$ cat config.mk
export PLATFORM = sky130hd
export DESIGN_NAME = lmc_ram
export DESIGN_NICKNAME = d
export VERILOG_FILES = /design/src/hw/rtl/lmc_ram.sv
export SDC_FILE = /design/constraint.sdc
export NUM_CORES = 1
export LEC_CHECK = 0
export ABC_AREA = 1
export BUFFER_PORTS_ARGS = -buffer_cell sky130_fd_sc_hd__buf_2
export CAP_MARGIN = 20
export CORE_ASPECT_RATIO = 1.4
export CORE_MARGIN = 4
export CORE_UTILIZATION = 35
export DETAILED_ROUTE_END_ITERATION = 10
export SLEW_MARGIN = 10
export SYNTH_ARGS = -nofsm -noshare
export SYNTH_HDL_FRONTEND = slang
export SYNTH_SLANG_ARGS = --single-unit
$ cat constraint.sdc
create_clock -name i_clk -period 1.5 [get_ports i_clk]
set_input_delay 0.15 -clock i_clk [delete_from_list [all_inputs] [get_ports i_clk]]
set_output_delay 0.15 -clock i_clk [all_outputs]
set_load 0.1 [all_outputs]
$ cat src/hw/rtl/lmc_ram.sv
`default_nettype none
// ----------------------------------------------------------------------------
// lmc_ram: generic simple dual-port RAM
// One write port, one read port with registered read data.
// ----------------------------------------------------------------------------
module lmc_ram #(
    parameter int WIDTH = 8,
    parameter int DEPTH = 16
) (
    input  wire logic                     i_clk,
    input  wire logic                     i_wr_en,
    input  wire logic [$clog2(DEPTH)-1:0] i_wr_addr,
    input  wire logic [WIDTH-1:0]         i_wr_data,
    input  wire logic                     i_rd_en,
    input  wire logic [$clog2(DEPTH)-1:0] i_rd_addr,
    output logic      [WIDTH-1:0]         o_rd_data
);

    logic [WIDTH-1:0] r_mem [DEPTH];

    always_ff @(posedge i_clk) begin
        if (i_wr_en) begin
            r_mem[i_wr_addr] <= i_wr_data;
        end
    end

    always_ff @(posedge i_clk) begin
        if (i_rd_en) begin
            o_rd_data <= r_mem[i_rd_addr];
        end
    end

endmodule
`default_nettype wire

==> results.cfg, run 1 <==
[layout]
fin_nets = 615
final_util_pct = 42.2
regArea_um2 = 4080
area_growth_pct = 17.6
layoutNonFillerInstCount = 808
fillers = 1490
diodes = 0
multi_input_area_um2 = 1210
final_area_um2 = 6880
drive_gt1_share_pct = 13.3

[setup_path]
rr_startpoint = r_mem[5][3]
crit_family = buffers and inverters
startpoint_type = flop
critPathMaxFanout = 1
crit_slowest_cell = buf_2
path_cells = buf_2
path_class = flop to output port
cp.required_ns = 1.35
end_kind = output port
rrSetupSlack_ns = 0.35
reg2reg_depth = 6
cp.buffers_inverters = 1
cp.arrival_ns = 1.24
max_stage_delay_ns = 0.45
worstReg2RegEnd = o_rd_data[3]

[power]
p_seq_share_pct = 47.5
p_int_mw = 7.03
switchingPower_mw = 2.03
ir_drop_uv = 834
p_leak_nw = 2.95
p_clk_share_pct = 45.2
p_comb_share_pct = 7.2
power_density_nw_per_um2 = 1320
p_sw_share_pct = 22.4

[grt]
antenna_found_initial = 0
grtUsageTotal_pct = 15.0
overflow = 0
grt_pass1_vias = 3953
grt_pass1_wl_mm = 20.7
grt_max_degree = 45

[synthesis]
synth_seq_cells = 136
ys_types = 11
synth_area_leaders = edfxtp_1 70%, nand2_1 11%, nand3_1 8.3%
async_reset_ff_share_pct = 0
seq_area_frac_synth_pct = 69.8
ys.warnings.count = 0
yosys.area_share.simple_pct = 20.8
synth_top_family_by_area = simple AND/OR/NAND/NOR gates
synth_top_area_share_pct = 69.8
synth_compound_area_share_pct = 0
synth.most_common_cell = nand2_1
synthMuxAreaShare_pct = 0
ys.flop_type = edfxtp_1
synth-edff-count = 136
syn-cell-area_um2 = 5850
synthesis.nets = 570
synth_common_cells = 173 x nand2_1, 136 x edfxtp_1, 100 x inv_1, 97 x nand3_1, 17 x nor2_1
synth_fa_ha_area_share_pct = 0
synth_xor_area_share_pct = 0
synth_area_leader_cell = edfxtp_1
syn_avg_cell_area_um2 = 10.6
netlist_instances = 551

[timing]
max-slew-margin-rel_pct = 60.8
setup_tns_ns = 0
finalCritPeriodShare_pct = 92.7
tightestPinTransition_ns = 0.587
setup_viol_count_final = 0
slew_violations = 0
setup_slack_ns = 0.109
skew_ns = 0.00816
fin_crit_ns = 1.39
rsz0062_at_grt = no
hold_viol_final = 0
fmax_ghz = 0.719

[placed_design]
gp_routability_congestion = 0.821
pre_cts_ws_ns = 0.140
dp.cells = 776
dpl_cell_area_um2 = 6290
place.port_buffers = 26
post-dp-hpwl_mm = 8.75

[routing]
wire_per_inst_um = 16.5
routed_wl_mm = 13.4
firstDrtPassIters = 4
drcViolationCount = 0
via_per_inst = 4.83
vias = 3900
postRouteAntennaNets = 0
first_iter_violations = 286

[run_status]
status = finished clean

[clocking]
cts_root_buffer = clkbuf_16
insertion_delay_ns = 0.41
cts_tree = yes
clkSlewWorstSetupHoldPaths_ns = 0.06
htree_levels = 4
post-cts-setup-buffers = 0
cts_resized = 0
clock_path_buffers = 2
cts_buffers = 17
clock_sinks = 136
cts_hold_buf = 0

[floorplan]
core_area_um2 = 16300
die_w_um = 117
die_area_um2 = 18900
start_util_pct = 35.8
rows = 55
dieHeight_um = 161
ios = 27

[flow_run]
maxCapViolCount = 0

[min_path]
min_path_cells = 1
hold_path_class = input port to flop
holdPathEnd = o_rd_data[5]
hold_start = i_rd_en
==> power by group through the flow <==
stage,combinational [mW],sequential [mW],clock [mW]
floorplan,0.300,4.51,0
finish,0.656,4.31,4.10
global placement,0.654,4.39,0
CTS,0.664,4.31,4.15
global route,0.720,4.31,4.35
detailed placement,0.661,4.39,0
==> stage by stage <==
step / hold slack [ns] / power [mW]
2_1_floorplan: 0.249 / 4.81
3_3_place_gp: 0.517 / 5.04
3_5_place_dp: 0.524 / 5.05
4_1_cts: 0.0880 / 9.13
5_1_grt: 0.0973 / 9.38
6_report: 0.102 / 9.07
==> layer usage <==
layer	wire length (um)	track usage (%)
met5	0	0
met4	374	7.15
met3	781	3.39
met2	7010	25.5
met1	5210	17.6
==> state kept, by name (all words and copies together), names as in the netlist <==
register and cells:
r_mem 128, o_rd_data 8
==> cell families (layout without fill, tap and decap cells) <==
| logic type | after synthesis | count (layout) |
|---|---|---|
| AND/OR/NAND/NOR | 289 | 289 |
| flip-flops | 136 | 136 |
| buffers and inverters | 126 | 184 |
==> worst max-delay path by stage <==
stage                      start      endpoint  depth (start not counted)
global route        o_rd_data[2]  o_rd_data[2]                          1
global placement    i_rd_addr[1]  o_rd_data[6]                          6
finish              o_rd_data[7]  o_rd_data[7]                          1
detailed placement  i_rd_addr[1]  o_rd_data[4]                          6
CTS                 o_rd_data[7]  o_rd_data[7]                          1
floorplan           i_wr_addr[2]  r_mem[10][0]                          2
==> cell usage in the layout, fill, tap and decap left out <==
cell	netlist	final
buf_4	4	20
clkinv_1	0	2
nor2_1	17	17
buf_12	0	4
buf_2	13	26
inv_1	100	100
inv_2	2	2
clkinv_2	0	4
nand3b_1	2	2
nand2_1	173	173
edfxtp_1	136	136
clkinv_4	0	2
clkbuf_16	0	17
clkbuf_1	0	1
nand3_1	97	97
clkinvlp_4	0	3
bufinv_16	0	3
==> cell type report <==
cell class	count	area share, %
Clock inverter	14	2.29
Clock buffer	18	6.24
Tap cell	199	3.62
Timing Repair Buffer	50	5.24
Sequential cell	136	59.4
Inverter	102	5.57
Multi-Input combinational cell	289	17.6
Power figures use the tool's default switching activity.
==> run 2, diff against run 1 <==
--- a/config.mk
+++ b/config.mk
@@ -12,6 +12,7 @@
 export CORE_MARGIN = 4
 export CORE_UTILIZATION = 35
 export DETAILED_ROUTE_END_ITERATION = 10
+export SETUP_SLACK_MARGIN = 0.15
 export SLEW_MARGIN = 10
 export SYNTH_ARGS = -nofsm -noshare
 export SYNTH_HDL_FRONTEND = slang
==> run 2 against run 1 <==
  * Worst hold slack got worse by 0.00064 ns
  * Design area increased by 0.25%
  * Largest cell class unchanged
  * Combinational power increased by 1%
  * Global-route usage about the same
  * Core utilization increased by 0.11 points
  * Die area unchanged
  * Critical path depth unchanged
  * Critical path type unchanged
  * Routed wire length decreased by 0.19%
  * Sequential power about the same
  * Non-clock buffer count unchanged
==> results.cfg, run 2 (synthesis results as in run 1) <==
[setup_path]
rrSetupSlack_ns = 0.34
end_kind = output port
crit_path_start = o_rd_data[3]
crit_family = buffers and inverters
worstSetupPathDepth = 1
cp.required_ns = 1.35
crit_end = o_rd_data[3]
crit_slowest_cell = buf_2
max_stage_delay_ns = 0.42
reg2reg_depth = 6
startpoint_type = flop
path_class = flop to output port
cp.buffers_inverters = 1
rr_startpoint = r_mem[5][3]
worstReg2RegEnd = o_rd_data[3]
critPathMaxFanout = 1
path_cells = buf_2
cp.arrival_ns = 1.17

[routing]
firstDrtPassIters = 6
routed_wl_mm = 13.3
via_per_inst = 4.81
wire_per_inst_um = 16.5
drcViolationCount = 0
first_iter_violations = 298
vias = 3884
postRouteAntennaNets = 0

[grt]
grtUsageTotal_pct = 15.0
met1_usage_pct = 17.6
grt_use_met2_pct = 25.6
grt_pass1_vias = 3953
antenna_found_initial = 0
grt_max_degree = 45
grt_pass1_wl_mm = 20.7
overflow = 0
grtUsageMet3_pct = 3.35
top_usage_layer = met2

[placed_design]
place.port_buffers = 26
post-dp-hpwl_mm = 8.75
gp_routability_congestion = 0.821

[timing]
hold_viol_final = 0
max-slew-margin-rel_pct = 61.5
setup_viol_count_final = 0
tightestPinTransition_ns = 0.577
finalCritPeriodShare_pct = 87.7
whs_ns = 0.101
skew_ns = 0.00865
setup_tns_ns = 0
fin_crit_ns = 1.32
fmax_ghz = 0.760
slew_violations = 0
rsz0062_at_grt = no

[clocking]
cts_root_buffer = clkbuf_16
insertion_delay_ns = 0.41
htree_levels = 4
clock_path_buffers = 2
cts_tree = yes
cts_buffers = 17
clkSlewWorstSetupHoldPaths_ns = 0.06
cts_hold_buf = 0
clock_sinks = 136

[layout]
area_growth_pct = 17.9
drive_gt1_share_pct = 13.3
largest_reg_flops = 128
final_common_cell = nand2_1
final_cell_mix = 173 x nand2_1, 136 x edfxtp_1, 100 x inv_1
diodes = 0
top_register = r_mem
fin_nets = 615
largest_registers = r_mem (128), o_rd_data (8)

[min_path]
hold_path_class = input port to flop

[floorplan]
die_w_um = 117
rows = 55
core_area_um2 = 16300
ios = 27
die_area_um2 = 18900
start_util_pct = 35.8
dieHeight_um = 161

[run_status]
status = finished clean

[power]
power_density_nw_per_um2 = 1320
p_leak_nw = 2.96
ir_drop_uv = 832

[flow_run]
maxCapViolCount = 0
-- run 2: cell count changes in the layout (fill, tap and decap cells not counted), sizes merged --
cell | before | now
buf | 50 | 48
clkbuf | 18 | 20
-- run 2: timing repair --
item | 4_1_cts | 5_1_grt
endpoints found under the setup margin | 5 | 2
cloned | 0 | 0
resized for setup | 5 | 2
buffers inserted | 0 | 0
-- run 2: metal layers --
metal / up-vias / wire length [um]
met4: 0 / 357
met1: 1866 / 5170
li1: 1868 / -
met3: 25 / 735
met5: - / 0
met2: 125 / 7080
-- run 2: metrics by stage --
step / instances / instance area, um2 / power [mW] / util [%] / setup slack [ns]
finish: 808 / 6890 / 9.07 / 42.3 / 0.184
global route: 808 / 6890 / 9.39 / 42.3 / 0.152
CTS: 808 / 6890 / 9.13 / 42.2 / 0.154
detailed placement: 776 / 6290 / 5.05 / 38.6 / 0.140
global placement: 776 / 6290 / 5.04 / 38.6 / 0.146
floorplan: 551 / 5850 / 4.81 / - / 0.399
-- run 2: layout make-up --
type	instances	area [um2]
clock inverters	14	158
inverters	102	383
well taps	199	249
flip-flops and latches	136	4080
repair buffers	50	378
multi-input cells	289	1210
fillers	1488	9420
clock buffers	18	429
-- run 2: how the worst min path moves through the flow --
stage | start | endpoint | slack, ns | cells after the start
after detailed placement | i_rd_en | o_rd_data[5] | 0.52 | 1
after global placement | i_rd_en | o_rd_data[5] | 0.52 | 1
after floorplan | i_wr_data[0] | r_mem[0][0] | 0.25 | 0
after global routing | i_rd_en | o_rd_data[5] | 0.1 | 1
after CTS | i_rd_en | o_rd_data[5] | 0.09 | 1
final | i_rd_en | o_rd_data[5] | 0.10 | 1
-- run 2: power by group --
group	internal (mW)	switching (mW)
clock network	2.59	1.51
registers	4.28	0.0267
logic	0.171	0.492
==> run 3, diff against run 2 <==
--- a/config.mk
+++ b/config.mk
@@ -9,7 +9,6 @@
 export BUFFER_PORTS_ARGS = -buffer_cell sky130_fd_sc_hd__buf_2
 export CAP_MARGIN = 20
 export CORE_ASPECT_RATIO = 1.4
-export CORE_MARGIN = 4
 export CORE_UTILIZATION = 35
 export DETAILED_ROUTE_END_ITERATION = 10
 export SETUP_SLACK_MARGIN = 0.15
==> constraint.sdc (replaced) <==
create_clock -name i_clk -period 1.2 [get_ports i_clk]
set_input_delay 0.12 -clock i_clk [delete_from_list [all_inputs] [get_ports i_clk]]
set_output_delay 0.12 -clock i_clk [all_outputs]
set_load 0.05 [all_outputs]
==> run 3 against run 2 <==
  * The flow now finishes with violations (DRC)
  * Via count decreased by 0.21%
  * Register-to-register slack worse by 0.24 ns
  * Die area is 8.7% lower
  * Setup slack worse by 0.088 ns
  * Combinational power up 35%
  * Routed wire length increased by 0.74%
  * Design area rose by 6.5%
  * Sequential cell count is the same
  * Worst hold slack worse by 0.041 ns
  * Global-route usage is 1.3 points higher
  * Largest cell class unchanged
==> results.cfg, run 3 (synthesis results as in run 1) <==
[timing]
setup_tns_ns = 0
max-slew-margin-rel_pct = 70.2
skew_ns = 0.00576
setup_viol_count_final = 0
fmax_ghz = 0.906
tightestPinTransition_ns = 0.447
finalCritPeriodShare_pct = 92.0
fin_crit_ns = 1.10
rsz0062_at_grt = yes
slew_violations = 0
hold_viol_final = 0
setup_slack_ns = 0.0963

[layout]
diodes = 0
final_cell_mix = 161 x nand2_1, 136 x edfxtp_1, 97 x inv_1
largest_registers = r_mem (128), o_rd_data (8)
final_area_um2 = 7340
area_growth_pct = 25.6
final_common_cell = nand2_1
largest_reg_flops = 128
top_register = r_mem
drive_gt1_share_pct = 24.1
fin_nets = 619

[clocking]
clock_path_buffers = 2
clkSlewWorstSetupHoldPaths_ns = 0.06
cts_root_buffer = clkbuf_16
htree_levels = 4
clock_sinks = 136
cts_tree = yes
insertion_delay_ns = 0.41
cts_buffers = 17

[placed_design]
pre_cts_ws_ns = -0.177
place.port_buffers = 26
gp_routability_congestion = 0.916
post-dp-hpwl_mm = 8.54
dpl_cell_area_um2 = 6340

[setup_path]
startpoint_type = flop
critPathMaxFanout = 1
cp.arrival_ns = 1.26
cp.required_ns = 1.36
path_class = flop to flop
end_kind = flop

[routing]
wire_per_inst_um = 16.6
drcViolationCount = 4
via_per_inst = 4.77
firstDrtPassIters = 8
postRouteAntennaNets = 0
vias = 3876
routed_wl_mm = 13.4
first_iter_violations = 326

[power]
p_seq_share_pct = 45.6
power_density_nw_per_um2 = 1610
p_clk_share_pct = 46.9
total_power_mw = 11.8
p_sw_share_pct = 21.3
p_leak_nw = 3.12
ir_drop_uv = 1320
p_comb_share_pct = 7.6
switchingPower_mw = 2.52
p_int_mw = 9.30

[grt]
grt_pass1_vias = 3837
overflow = 0
grtUsageTotal_pct = 16.4
grt_pass1_wl_mm = 20.7
grt_max_degree = 45
antenna_found_initial = 0

[run_status]
status = complete, but fails checks
failed_checks = DRC

[flow_run]
maxCapViolCount = 0

[floorplan]
ios = 27
die_area_um2 = 17200
dieHeight_um = 155
rows = 55
die_w_um = 111
start_util_pct = 36.0
core_area_um2 = 16200

[min_path]
hold_path_class = input port to flop
[run 3: power groups by stage]
stage	Combinational, mW	Clock, mW	Sequential, mW
2_1_floorplan	0.375	0	5.56
3_3_place_gp	0.753	0	5.48
5_1_grt	0.966	5.80	5.39
6_report	0.893	5.54	5.39
4_1_cts	0.840	5.60	5.39
3_5_place_dp	0.765	0	5.48
[run 3: through the flow]
stage                     cells  util (%)  hold WS, ns
after CTS                   812      44.2       0.0486
after detailed placement    780      39.1        0.481
final                       812      45.2       0.0600
after floorplan             551         -        0.219
after global placement      780      39.1        0.482
after global routing        812      45.2       0.0610
[run 3: critical path: stages, from the launching register on]
cell and delay [ns]:
edfxtp_1 0.36, inv_1 0.06, nand2_1 0.05, nand3_1 0.10, nand3_1 0.13, nand3_4 0.10, nand2_2 0.05
[run 3: layer usage]
metal	part of all wire, %	track usage, %
met1	39	18.5
met2	53	29.5
met3	4.2	2.49
met4	3.3	9.07
met5	0	0
[run 3: worst paths after layout]
check | depth (start not counted) | slack, ns | from | to
worst min register to register | 6 | 0.75 | r_mem[12][5] | o_rd_data[5]
worst max-delay path | 6 | 0.1 | r_mem[5][4] | o_rd_data[4]
worst min-delay path | 1 | 0.06 | i_rd_en | o_rd_data[3]
worst max register to register | 6 | 0.1 | r_mem[5][4] | o_rd_data[4]
[run 3: what timing repair did]
| item | CTS | global route |
|---|---|---|
| hold buffers | 0 | 0 |
| endpoints found under the setup margin | 16 | 16 |
| buffers inserted | 0 | 0 |
| resized for setup | 47 | 38 |
| hold endpoints to repair | 0 | 0 |
| pin swaps | 25 | 24 |
[run 3: layout make-up]
cell class                 instances  area, um2
clock buffer                      18        429
sequential                       136       4080
multi-input combinational        289       1530
clock inverter                    14        205
timing repair buffer              54        465
tap                              199        249
inverter                         102        383
fill                            1436       8900
