===== config.mk =====
export PLATFORM = sky130hd
export DESIGN_NAME = lmc_update
export DESIGN_NICKNAME = d
export VERILOG_FILES = /design/src/hw/rtl/lmc_pkg.sv /design/src/hw/rtl/lmc_update.sv
export SDC_FILE = /design/constraint.sdc
export NUM_CORES = 1
export LEC_CHECK = 0
export BUFFER_PORTS_ARGS = -buffer_cell sky130_fd_sc_hd__buf_2
export CAP_MARGIN = 20
export CORE_MARGIN = 2
export CORE_UTILIZATION = 39
export DETAILED_ROUTE_END_ITERATION = 12
export PLACE_DENSITY = 0.82
export SYNTH_ARGS = -nofsm -noshare
export SYNTH_HDL_FRONTEND = slang
export SYNTH_SLANG_ARGS = --single-unit
export TNS_END_PERCENT = 30

===== constraint.sdc =====
create_clock -name vclk -period 3.4
set_clock_uncertainty 0.05 [all_clocks]
set_input_delay 0.34 -clock vclk [all_inputs]
set_output_delay 0.34 -clock vclk [all_outputs]
set_load 0.01 [all_outputs]

===== src/hw/rtl/lmc_pkg.sv =====
`default_nettype none
// ----------------------------------------------------------------------------
// lmc_pkg: shared types and constants for the LRU tag array
// Geometry, address slicing, line states, per-way entry and beat layouts.
// ----------------------------------------------------------------------------
package lmc_pkg;

    localparam int SETS       = 1024;
    localparam int WAYS       = 4;
    localparam int SET_W      = $clog2(SETS);
    localparam int WAY_W      = $clog2(WAYS);
    localparam int TAG_W      = 12;
    localparam int TAG_SHIFT  = 20;
    localparam int SET_SHIFT  = 6;
    localparam int TIME_DELAY = 5;
    localparam int ADDR_W     = 32;
    localparam int NODE_W     = 6;
    localparam int TIME_W     = 32;

    typedef enum logic [1:0] {
        ST_MODIFIED  = 2'd0,
        ST_EXCLUSIVE = 2'd1,
        ST_SHARED    = 2'd2,
        ST_INVALID   = 2'd3
    } t_line_st;

    typedef enum logic [1:0] {
        CS_CLEAR,
        CS_IDLE,
        CS_LOOKUP
    } t_ctl_st;

    typedef struct packed {
        logic [TAG_W-1:0] tag;
        logic [WAY_W-1:0] age;
        t_line_st         st;
    } t_way;

    typedef t_way [WAYS-1:0] t_row;

    localparam int ROW_W = $bits(t_row);

    typedef struct packed {
        logic             hit;
        logic [WAY_W-1:0] way;
    } t_upd;

    typedef struct packed {
        logic [ADDR_W-1:0] address;
        logic [NODE_W-1:0] source_node;
        logic [NODE_W-1:0] target_node;
        logic [TIME_W-1:0] issue_time;
    } t_in;

    typedef struct packed {
        logic              hit;
        logic [WAY_W-1:0]  way_used;
        logic [NODE_W-1:0] message_source;
        logic [NODE_W-1:0] message_target;
        logic [TIME_W-1:0] message_time;
    } t_out;

    function automatic t_row reset_row();
        t_row row;
        for (int w = 0; w < WAYS; w++) begin
            row[w].tag = '0;
            row[w].age = WAY_W'(w);
            row[w].st  = ST_INVALID;
        end
        return row;
    endfunction

endpackage
`default_nettype wire


===== src/hw/rtl/lmc_update.sv =====
`default_nettype none
// ----------------------------------------------------------------------------
// lmc_update: set update logic
// Tag compare, LRU victim pick, Shared marking and age rotation of one set.
// ----------------------------------------------------------------------------
module lmc_update (
    input  wire logic [lmc_pkg::TAG_W-1:0] i_tag,
    input  wire lmc_pkg::t_row             i_row,
    output lmc_pkg::t_row                  o_row,
    output lmc_pkg::t_upd                  o_upd
);
    import lmc_pkg::*;

    logic             match;
    logic [WAY_W-1:0] match_way;
    logic [WAY_W-1:0] victim_way;
    logic [WAY_W-1:0] chosen;
    logic [WAY_W-1:0] old_age;

    always_comb begin
        match      = 1'b0;
        match_way  = '0;
        victim_way = '0;
        for (int w = WAYS - 1; w >= 0; w--) begin
            if (i_row[w].tag == i_tag) begin
                match     = 1'b1;
                match_way = WAY_W'(w);
            end
            if (i_row[w].age == '0) begin
                victim_way = WAY_W'(w);
            end
        end
        chosen  = match ? match_way : victim_way;
        old_age = i_row[chosen].age;
    end

    always_comb begin
        for (int w = 0; w < WAYS; w++) begin
            o_row[w] = i_row[w];
            if (WAY_W'(w) == chosen) begin
                o_row[w].tag = i_tag;
                o_row[w].age = WAY_W'(WAYS - 1);
                o_row[w].st  = ST_SHARED;
            end else if (i_row[w].age > old_age) begin
                o_row[w].age = i_row[w].age - WAY_W'(1);
            end
        end
        o_upd.hit = match;
        o_upd.way = chosen;
    end

endmodule
`default_nettype wire


==> flow_metrics.env, run 1 <==
export IMPL_outcome="finished with violations"
export IMPL_violations="setup timing"
export IMPL_hpwl_um=5530
export IMPL_synth_distinct_cells=45
export IMPL_nFlopsAndLatches=0
export IMPL_yosys_area_share_simple_pct=20.3
export IMPL_p_sw_mw=0.298
export IMPL_clkPwrFrac_pct=0
export IMPL_synth_compound_area_share_pct=10.7
export IMPL_dieArea_sq_mm=0.00560
export IMPL_hold_viol_final=0
export IMPL_post_synth_cell_area_avg_sq_um=8.89
export IMPL_io_buffers=143
export IMPL_finalSetupViolCount=3
export IMPL_yosys_area_top_type="mux2_2"
export IMPL_fmax_mhz=289
export IMPL_start_util_pct=40.9
export IMPL_final_area_sq_mm=0.00344
export IMPL_netlist_area_sq_mm=0.00196
export IMPL_viasPerCell=5.08
export IMPL_n_fill_cell=353
export IMPL_antenna_found_initial=0
export IMPL_timing_final_ws_setup_ns=-0.0642
export IMPL_vias=2337
export IMPL_grt_max_degree=17
export IMPL_relSlewSlack_pct=32.0
export IMPL_critPathSlowestCell="nor4_2"
export IMPL_yosysTopAreaCellShare_pct=16.1
export IMPL_drc=0
export IMPL_p_comb_share_pct=100.0
export IMPL_power_density_mw_per_mm2=179
export IMPL_timing_final_crit_period_ns=3.46
export IMPL_multi_input_area_sq_mm=0.00212
export IMPL_grt_pass1_vias=2367
export IMPL_synth_adder_area_share_pct=7.68
export IMPL_final_util_pct=71.9
export IMPL_drive_gt1_share_pct=71.2
export IMPL_critPathKind="in -> out"
export IMPL_wire_per_inst_um=16.1
export IMPL_grt_total_usage_pct=23.7
export IMPL_synthXorXnorAreaFrac_pct=23.3
export IMPL_io_pins=143
export IMPL_die_h_um=74.8
export IMPL_routed_wl_um=7400
export IMPL_crit_fanout=7
export IMPL_pre_cts_slack_ns=-0.283
export IMPL_syn_inst=220
export IMPL_rows=25
export IMPL_die_width_um=74.8
export IMPL_routabilityCongestion=0.893
export IMPL_tightest_slew_ns=1.02
export IMPL_max_stage_delay_ns=0.31
export IMPL_peakVddDrop_mv=0.109
export IMPL_seqPwrFrac_pct=0
export IMPL_hold_buffers=0
export IMPL_ys_seq_area_share_pct=0
export IMPL_hp_class="in -> out"
export IMPL_n_clock_buffer=0
export IMPL_timing_critical_path_mode_cell="buf_4"
export IMPL_ant_nets=0
export IMPL_ys_top_cells_by_area="mux2_2 16%, xor2_1 16%, mux2_1 8.1%"
export IMPL_register_area_sq_um=0
export IMPL_drt_pass1_iterations=4
export IMPL_worstHoldPathCells=3
export IMPL_synth_top_family_by_area="multiplexers"
export IMPL_leakagePower_nw=1.64
export IMPL_syn_num_nets=308
export IMPL_drt_initial_drc_count=75
export IMPL_grt_overflow=0
export IMPL_drv_cap=0
export IMPL_grt_pass1_wl_um=10500
export IMPL_rsz0062_at_grt="true"
export IMPL_synth_mux_area_fraction_pct=28.8
export IMPL_yosysWarnings=0
export IMPL_fin_crit_sh_pct=102
export IMPL_layout_nets=483
export IMPL_critPathLaunchType="primary input"
export IMPL_worstPathRequired_ns=3.01
export IMPL_area_growth_syn_to_layout_pct=76.1
export IMPL_coreArea_sq_mm=0.00479
export IMPL_dpl_cell_area_sq_mm=0.00291
export IMPL_p_sw_share_pct=48.3
export IMPL_maxSlewViolCount=0
export IMPL_crit_path_end_kind="output port"
export IMPL_diodes=0
export IMPL_cp_cell_sequence="buf_4, xor2_1, nor4_2, buf_4, and3_4, nor2_2, o31ai_4, inv_2, a31o_2, o32ai_4, buf_6, ha_4, nor2b_1, o21ai_1, buf_4, xnor2_2, nand2b_1, buf_2"
export IMPL_arrival_ns=3.07
export IMPL_intPower_mw=0.319
per-stage QoR:
step           instances  setup TNS (ns)  power (mW)  hold slack (ns)
6_report             460          -0.130       0.617            0.894
5_1_grt              460           -1.32       0.666            0.915
4_1_cts              457          -0.108       0.544            0.895
3_5_place_dp         452           -1.81       0.512            0.895
3_3_place_gp         452          -0.955       0.498            0.891
2_1_floorplan        220         -0.0164       0.309            0.737
power groups by stage:
stage,logic (mW),registers (mW),clock network (mW)
after global placement,0.498,0,0
after global routing,0.666,0,0
after CTS,0.544,0,0
after floorplan,0.309,0,0
after detailed placement,0.512,0,0
final,0.617,0,0
per-layer routing:
layer	wire, um	track usage, %	vias up
li1	-	-	1124
met5	0	0	-
met4	186	5.75	0
met3	370	1.61	16
met1	2820	26.0	1103
met2	4020	48.4	94
critical path: cells and delay by family:
kind	cells	cell delay (ns)
buffers and inverters	6	0.84
AND/OR/NAND/NOR	5	0.77
AO/OA/AOI/OAI	4	0.67
XOR/XNOR	2	0.27
adder cells (fa/ha/maj)	1	0.19
cells in the final DEF, fill, tap and decap left out, drive strengths merged, types with 2 or more instances in the layout:
cell,count
a211o,3
a21oi,3
a31oi,2
and2,2
and3,3
buf,190
ha,12
inv,10
mux2,48
nand2,10
nand2b,5
nand3,4
nand4,3
nor2,7
nor2b,7
nor3,3
nor4,9
o211ai,3
o21ai,7
or2,2
xnor2,16
xor2,36
cell usage after synthesis (3+ instances only):
library cell,count
xnor2_1,16
a211o_1,3
xor2_1,36
mux2_2,28
nand4_1,3
nand3_1,3
nor2b_1,7
inv_1,9
nand2b_1,5
buf_2,6
mux2_1,14
nor4_2,9
buf_6,6
buf_4,4
nor2_1,5
mux2_4,6
nand2_1,10
ha_1,12
o21ai_0,7
timing repair:
action,CTS,global route
buffers inserted,5,3
hold endpoints to repair,0,0
gates resized for setup,37,61
setup endpoints to repair,8,8
pin swaps,19,29
cell families (layout without fill, tap and decap cells):
group / after synthesis / in the layout
buf+inv: 27 / 200
simple gates: 56 / 56
mux: 48 / 48
xor+xnor: 52 / 52
compound gates: 25 / 25
fa+ha+maj: 12 / 12
final cells by class:
class	count	share of cell area, %
Tap cell	67	2.43
Timing Repair Buffer	190	35.0
Multi-Input combinational cell	193	61.5
Inverter	10	1.09
final timing paths:
| path | startpoint | end | slack (ns) |
|---|---|---|---|
| worst min-delay path | i_row[33] | o_row[33] | 0.89 |
| worst max-delay path | i_tag[10] | o_row[34] | -0.06 |
No activity file was read; power rests on OpenSTA's default activity.
==> inputs of run 2 (changes only) <==
--- a/config.mk
+++ b/config.mk
@@ -8,9 +8,9 @@
 export BUFFER_PORTS_ARGS = -buffer_cell sky130_fd_sc_hd__buf_2
 export CAP_MARGIN = 20
 export CORE_MARGIN = 2
-export CORE_UTILIZATION = 39
+export CORE_UTILIZATION = 43
 export DETAILED_ROUTE_END_ITERATION = 12
-export PLACE_DENSITY = 0.82
+export PLACE_DENSITY = 0.85
 export SYNTH_ARGS = -nofsm -noshare
 export SYNTH_HDL_FRONTEND = slang
 export SYNTH_SLANG_ARGS = --single-unit
==> constraint.sdc (replaced) <==
create_clock -name vclk -period 3.9
set_clock_uncertainty 0.05 [all_clocks]
set_input_delay 0.39 -clock vclk [all_inputs]
set_output_delay 0.39 -clock vclk [all_outputs]
set_load 0.01 [all_outputs]
==> run 2 against run 1 <==
Effect of this change: the run now ends clean; utilization is 9.9 points lower; sequential share of layout area stayed put; total power decreased by 32%; worst hold slack improved by 0.097 ns; count of clock-buffer cells in the layout is the same; sequential cell count is the same; die area fell by 8.8%.
==> flow_metrics.env, run 2 (synthesized netlist as in run 1, its figures left out) <==
export IMPL_outcome="complete, no violations"
export IMPL_maxSlewViolCount=0
export IMPL_area_growth_syn_to_layout_pct=38.3
export IMPL_n_fill_cell=371
export IMPL_viasPerCell=5.14
export IMPL_critPathKind="in -> out"
export IMPL_ant_nets=0
export IMPL_power_density_mw_per_mm2=155
export IMPL_io_pins=143
export IMPL_tightest_slew_ns=0.931
export IMPL_tns_ns=0
export IMPL_routabilityCongestion=0.843
export IMPL_dpl_cell_area_sq_mm=0.00265
export IMPL_vias=2113
export IMPL_clkPwrFrac_pct=0
export IMPL_met2_usage_pct=43.5
export IMPL_hp_class="in -> out"
export IMPL_nFlopsAndLatches=0
export IMPL_register_area_sq_um=0
export IMPL_critPathLaunchType="primary input"
export IMPL_final_area_sq_mm=0.00270
export IMPL_diodes=0
export IMPL_top_usage_layer="met2"
export IMPL_drt_pass1_iterations=4
export IMPL_p_comb_share_pct=100.0
export IMPL_grt_pass1_wl_um=9480
export IMPL_arrival_ns=3.25
export IMPL_grt_pass1_vias=2106
export IMPL_drv_cap=0
export IMPL_fmax_mhz=271
export IMPL_p_sw_share_pct=50.8
export IMPL_worstPathRequired_ns=3.46
export IMPL_n_clock_buffer=0
export IMPL_antenna_found_initial=0
export IMPL_peakVddDrop_mv=0.0826
export IMPL_wire_per_inst_um=14.2
export IMPL_drc=0
export IMPL_die_width_um=71.4
export IMPL_grt_max_degree=17
export IMPL_rows=24
export IMPL_grt_use_met3_pct=2.67
export IMPL_rsz0062_at_grt="false"
export IMPL_grt_overflow=0
export IMPL_final_cell_mix="143 x buf_2, 36 x xor2_1, 28 x mux2_2"
export IMPL_drive_gt1_share_pct=59.9
export IMPL_finalSetupViolCount=0
export IMPL_dieArea_sq_mm=0.00510
export IMPL_leakagePower_nw=1.37
export IMPL_die_h_um=71.4
export IMPL_met1_usage_pct=25.4
export IMPL_coreArea_sq_mm=0.00435
export IMPL_crit_fanout=8
export IMPL_timing_final_crit_period_ns=3.69
export IMPL_routed_wl_um=5840
export IMPL_power_mw=0.418
export IMPL_seqPwrFrac_pct=0
export IMPL_drt_initial_drc_count=101
export IMPL_grt_total_usage_pct=22.0
export IMPL_intPower_mw=0.206
export IMPL_io_buffers=143
export IMPL_hold_buffers=0
export IMPL_final_common_cell="buf_2"
export IMPL_layout_nets=449
export IMPL_hpwl_um=4960
export IMPL_relSlewSlack_pct=37.8
export IMPL_crit_path_end_kind="output port"
export IMPL_p_sw_mw=0.212
export IMPL_fin_crit_sh_pct=94.6
export IMPL_start_util_pct=44.9
export IMPL_hold_viol_final=0
export IMPL_multi_input_area_sq_mm=0.00179
==> run 2: routing by layer <==
layer	vias to the layer above	wire length, um
met3	8	339
met1	970	2370
li1	1055	-
met4	0	75
met2	80	3060
met5	-	0
==> run 2: worst paths after layout <==
check / from / end / cells past startpoint
worst min-delay path: i_row[33] / o_row[33] / 3
worst max-delay path: i_tag[2] / o_row[2] / 14
==> run 2: area by class of cell <==
| cell class | instances | share of cell area, % |
|---|---|---|
| well taps | 52 | 2.41 |
| repair buffers | 156 | 30.1 |
| multi-input cells | 193 | 66.1 |
| inverters | 10 | 1.39 |
==> run 2: worst max-delay path: stages <==
cell and delay [ns]:
buf_2 0.16, xor2_1 0.18, nor4_2 0.36, nand3_1 0.23, a211o_1 0.40, a31o_2 0.28, o32ai_2 0.11, buf_4 0.17
ha_1 0.23, nor2b_1 0.14, o21ai_1 0.23, xnor2_1 0.15, nand2_1 0.06, buf_2 0.16
==> run 2: what timing repair did <==
item / CTS / global route
buffers inserted: 0 / 6
gates resized for setup: 0 / 7
setup endpoints to repair: 0 / 8
==> run 2: power groups by stage <==
stage                     registers [mW]  clock network, mW  logic (mW)
after floorplan                        0                  0       0.267
after global placement                 0                  0       0.406
after detailed placement               0                  0       0.413
after CTS                              0                  0       0.415
after global routing                   0                  0       0.460
final                                  0                  0       0.418
==> run 2: per-stage QoR <==
stage | setup slack, ns | util, % | cells | hold slack (ns)
after CTS | 0.0144 | 60.8 | 405 | 0.991
after global placement | 0.0829 | 60.8 | 405 | 0.992
after detailed placement | 0.00676 | 60.8 | 405 | 0.992
final | 0.209 | 62.1 | 411 | 0.991
after global routing | 0.0124 | 62.1 | 411 | 1.01
after floorplan | 0.319 | - | 220 | 0.837
==> inputs of run 3 (changes only) <==
--- a/config.mk
+++ b/config.mk
@@ -11,6 +11,7 @@
 export CORE_UTILIZATION = 43
 export DETAILED_ROUTE_END_ITERATION = 12
 export PLACE_DENSITY = 0.85
+export RECOVER_POWER = 25
 export SYNTH_ARGS = -nofsm -noshare
 export SYNTH_HDL_FRONTEND = slang
 export SYNTH_SLANG_ARGS = --single-unit
==> run 3 against run 2 <==
Effect of this change: the run now ends with capacitance limit, slew limit left; worst hold slack is essentially flat; fmax fell by 0.49%; die area did not move; largest power group unchanged; wire length grew 0.14%; global-route usage unchanged; count of clock-buffer cells in the layout did not move; highest routed layer unchanged; largest cell class unchanged; utilization down 0.78 points; sequential cell count unchanged; cell area down 1.2%; combinational power barely moved; sequential share of layout area unchanged; critical path depth unchanged.
==> flow_metrics.env, run 3 (synthesized netlist as in run 1, its figures left out) <==
export IMPL_n_fill_cell=377
export IMPL_whs_ns=0.990
export IMPL_crit_path_end_kind="output port"
export IMPL_final_util_pct=61.3
export IMPL_routabilityCongestion=0.843
export IMPL_hpwl_um=4960
export IMPL_drt_pass1_iterations=4
export IMPL_ant_nets=0
export IMPL_peakVddDrop_mv=0.0829
export IMPL_leakagePower_nw=1.36
export IMPL_finalSetupViolCount=0
export IMPL_nFlopsAndLatches=0
export IMPL_die_width_um=71.4
export IMPL_grt_pass1_wl_um=9480
export IMPL_routed_wl_um=5850
export IMPL_final_cell_mix="140 x buf_2, 36 x xor2_1, 28 x mux2_2"
export IMPL_drc=0
export IMPL_grt_max_degree=17
export IMPL_tightest_slew_ns=1.53
export IMPL_io_buffers=143
export IMPL_placed_cells=405
export IMPL_maxSlewViolCount=17
export IMPL_layout_nets=449
export IMPL_io_pins=143
export IMPL_drv_cap=1
export IMPL_power_density_mw_per_mm2=155
export IMPL_hold_start="i_row[33]"
export IMPL_critPathLaunchType="primary input"
export IMPL_rsz0062_at_grt="false"
export IMPL_area_growth_syn_to_layout_pct=36.5
export IMPL_final_common_cell="buf_2"
export IMPL_grt_pass1_vias=2106
export IMPL_grt_overflow=0
export IMPL_antenna_found_initial=0
export IMPL_viasPerCell=5.15
export IMPL_rows=24
export IMPL_stdcell_count=411
export IMPL_register_area_sq_um=0
export IMPL_timing_final_crit_period_ns=3.71
export IMPL_power_mw=0.415
export IMPL_dieArea_sq_mm=0.00510
export IMPL_final_area_sq_mm=0.00267
export IMPL_coreArea_sq_mm=0.00435
export IMPL_critPathKind="in -> out"
export IMPL_fmax_mhz=270
export IMPL_hp_class="in -> out"
export IMPL_grt_total_usage_pct=22.0
export IMPL_tns_ns=0
export IMPL_outcome="finished with violations"
export IMPL_diodes=0
export IMPL_n_clock_buffer=0
export IMPL_start_util_pct=44.9
export IMPL_timing_final_ws_setup_ns=0.191
export IMPL_die_h_um=71.4
export IMPL_drive_gt1_share_pct=58.5
export IMPL_drt_initial_drc_count=80
export IMPL_vias=2116
export IMPL_fin_crit_sh_pct=95.1
export IMPL_pre_cts_slack_ns=0.00676
export IMPL_violations="capacitance limit, slew limit"
export IMPL_relSlewSlack_pct=-2.08
export IMPL_worstPathRequired_ns=3.46
export IMPL_arrival_ns=3.27
export IMPL_hold_viol_final=0
export IMPL_worstHoldPathCells=3
export IMPL_crit_fanout=8
export IMPL_dpl_cell_area_sq_mm=0.00265
export IMPL_wire_per_inst_um=14.2
export IMPL_multi_input_area_sq_mm=0.00176
export IMPL_min_to="o_row[33]"
==> run 3: changes by cell type in the layout (fill, tap and decap cells not counted), sizes merged <==
cell and change:
clkbuf +3, buf -3
==> run 3: worst max-delay path: stages <==
cell	delay [ns]
buf_2	0.16
xor2_1	0.18
nor4_2	0.35
nand3_1	0.23
a211o_1	0.40
a31o_2	0.28
o32ai_2	0.11
buf_4	0.17
ha_1	0.23
nor2b_1	0.14
o21ai_1	0.24
xnor2_1	0.15
nand2_1	0.06
buf_2	0.18
==> run 3: layer usage <==
metal	share of wire, %	GRT usage (%)
met5	0	0
met4	1.3	3.35
met3	5.8	2.67
met1	41	25.4
met2	52	43.5
==> run 3: repair_timing <==
| action | 4_1_cts | 5_1_grt |
|---|---|---|
| setup endpoints to repair | 0 | 8 |
| hold buffers | 0 | 0 |
| setup buffers | 0 | 6 |
| resized for setup | 0 | 7 |
==> run 3: worst max-delay path by stage <==
stage | startpoint | to | slack [ns] | depth (start not counted)
finish | i_tag[2] | o_row[2] | 0.19 | 14
global route | i_tag[10] | o_row[2] | 0.008 | 14
CTS | i_tag[8] | o_row[50] | 0.01 | 16
detailed placement | i_tag[8] | o_row[50] | 0.007 | 16
global placement | i_tag[8] | o_row[50] | 0.08 | 16
floorplan | i_tag[2] | o_row[35] | 0.32 | 12
==> run 3: cell type report <==
type               count  area share [%]
well taps             52            2.44
multi-input cells    193            65.8
inverters             10            1.41
repair buffers       156            30.4
==> run 3: report_power, final <==
part	switching (mW)	total, mW	internal, mW
clock	0	0	0
combinational	0.212	0.415	0.203
sequential	0	0	0
total	0.212	0.415	0.203
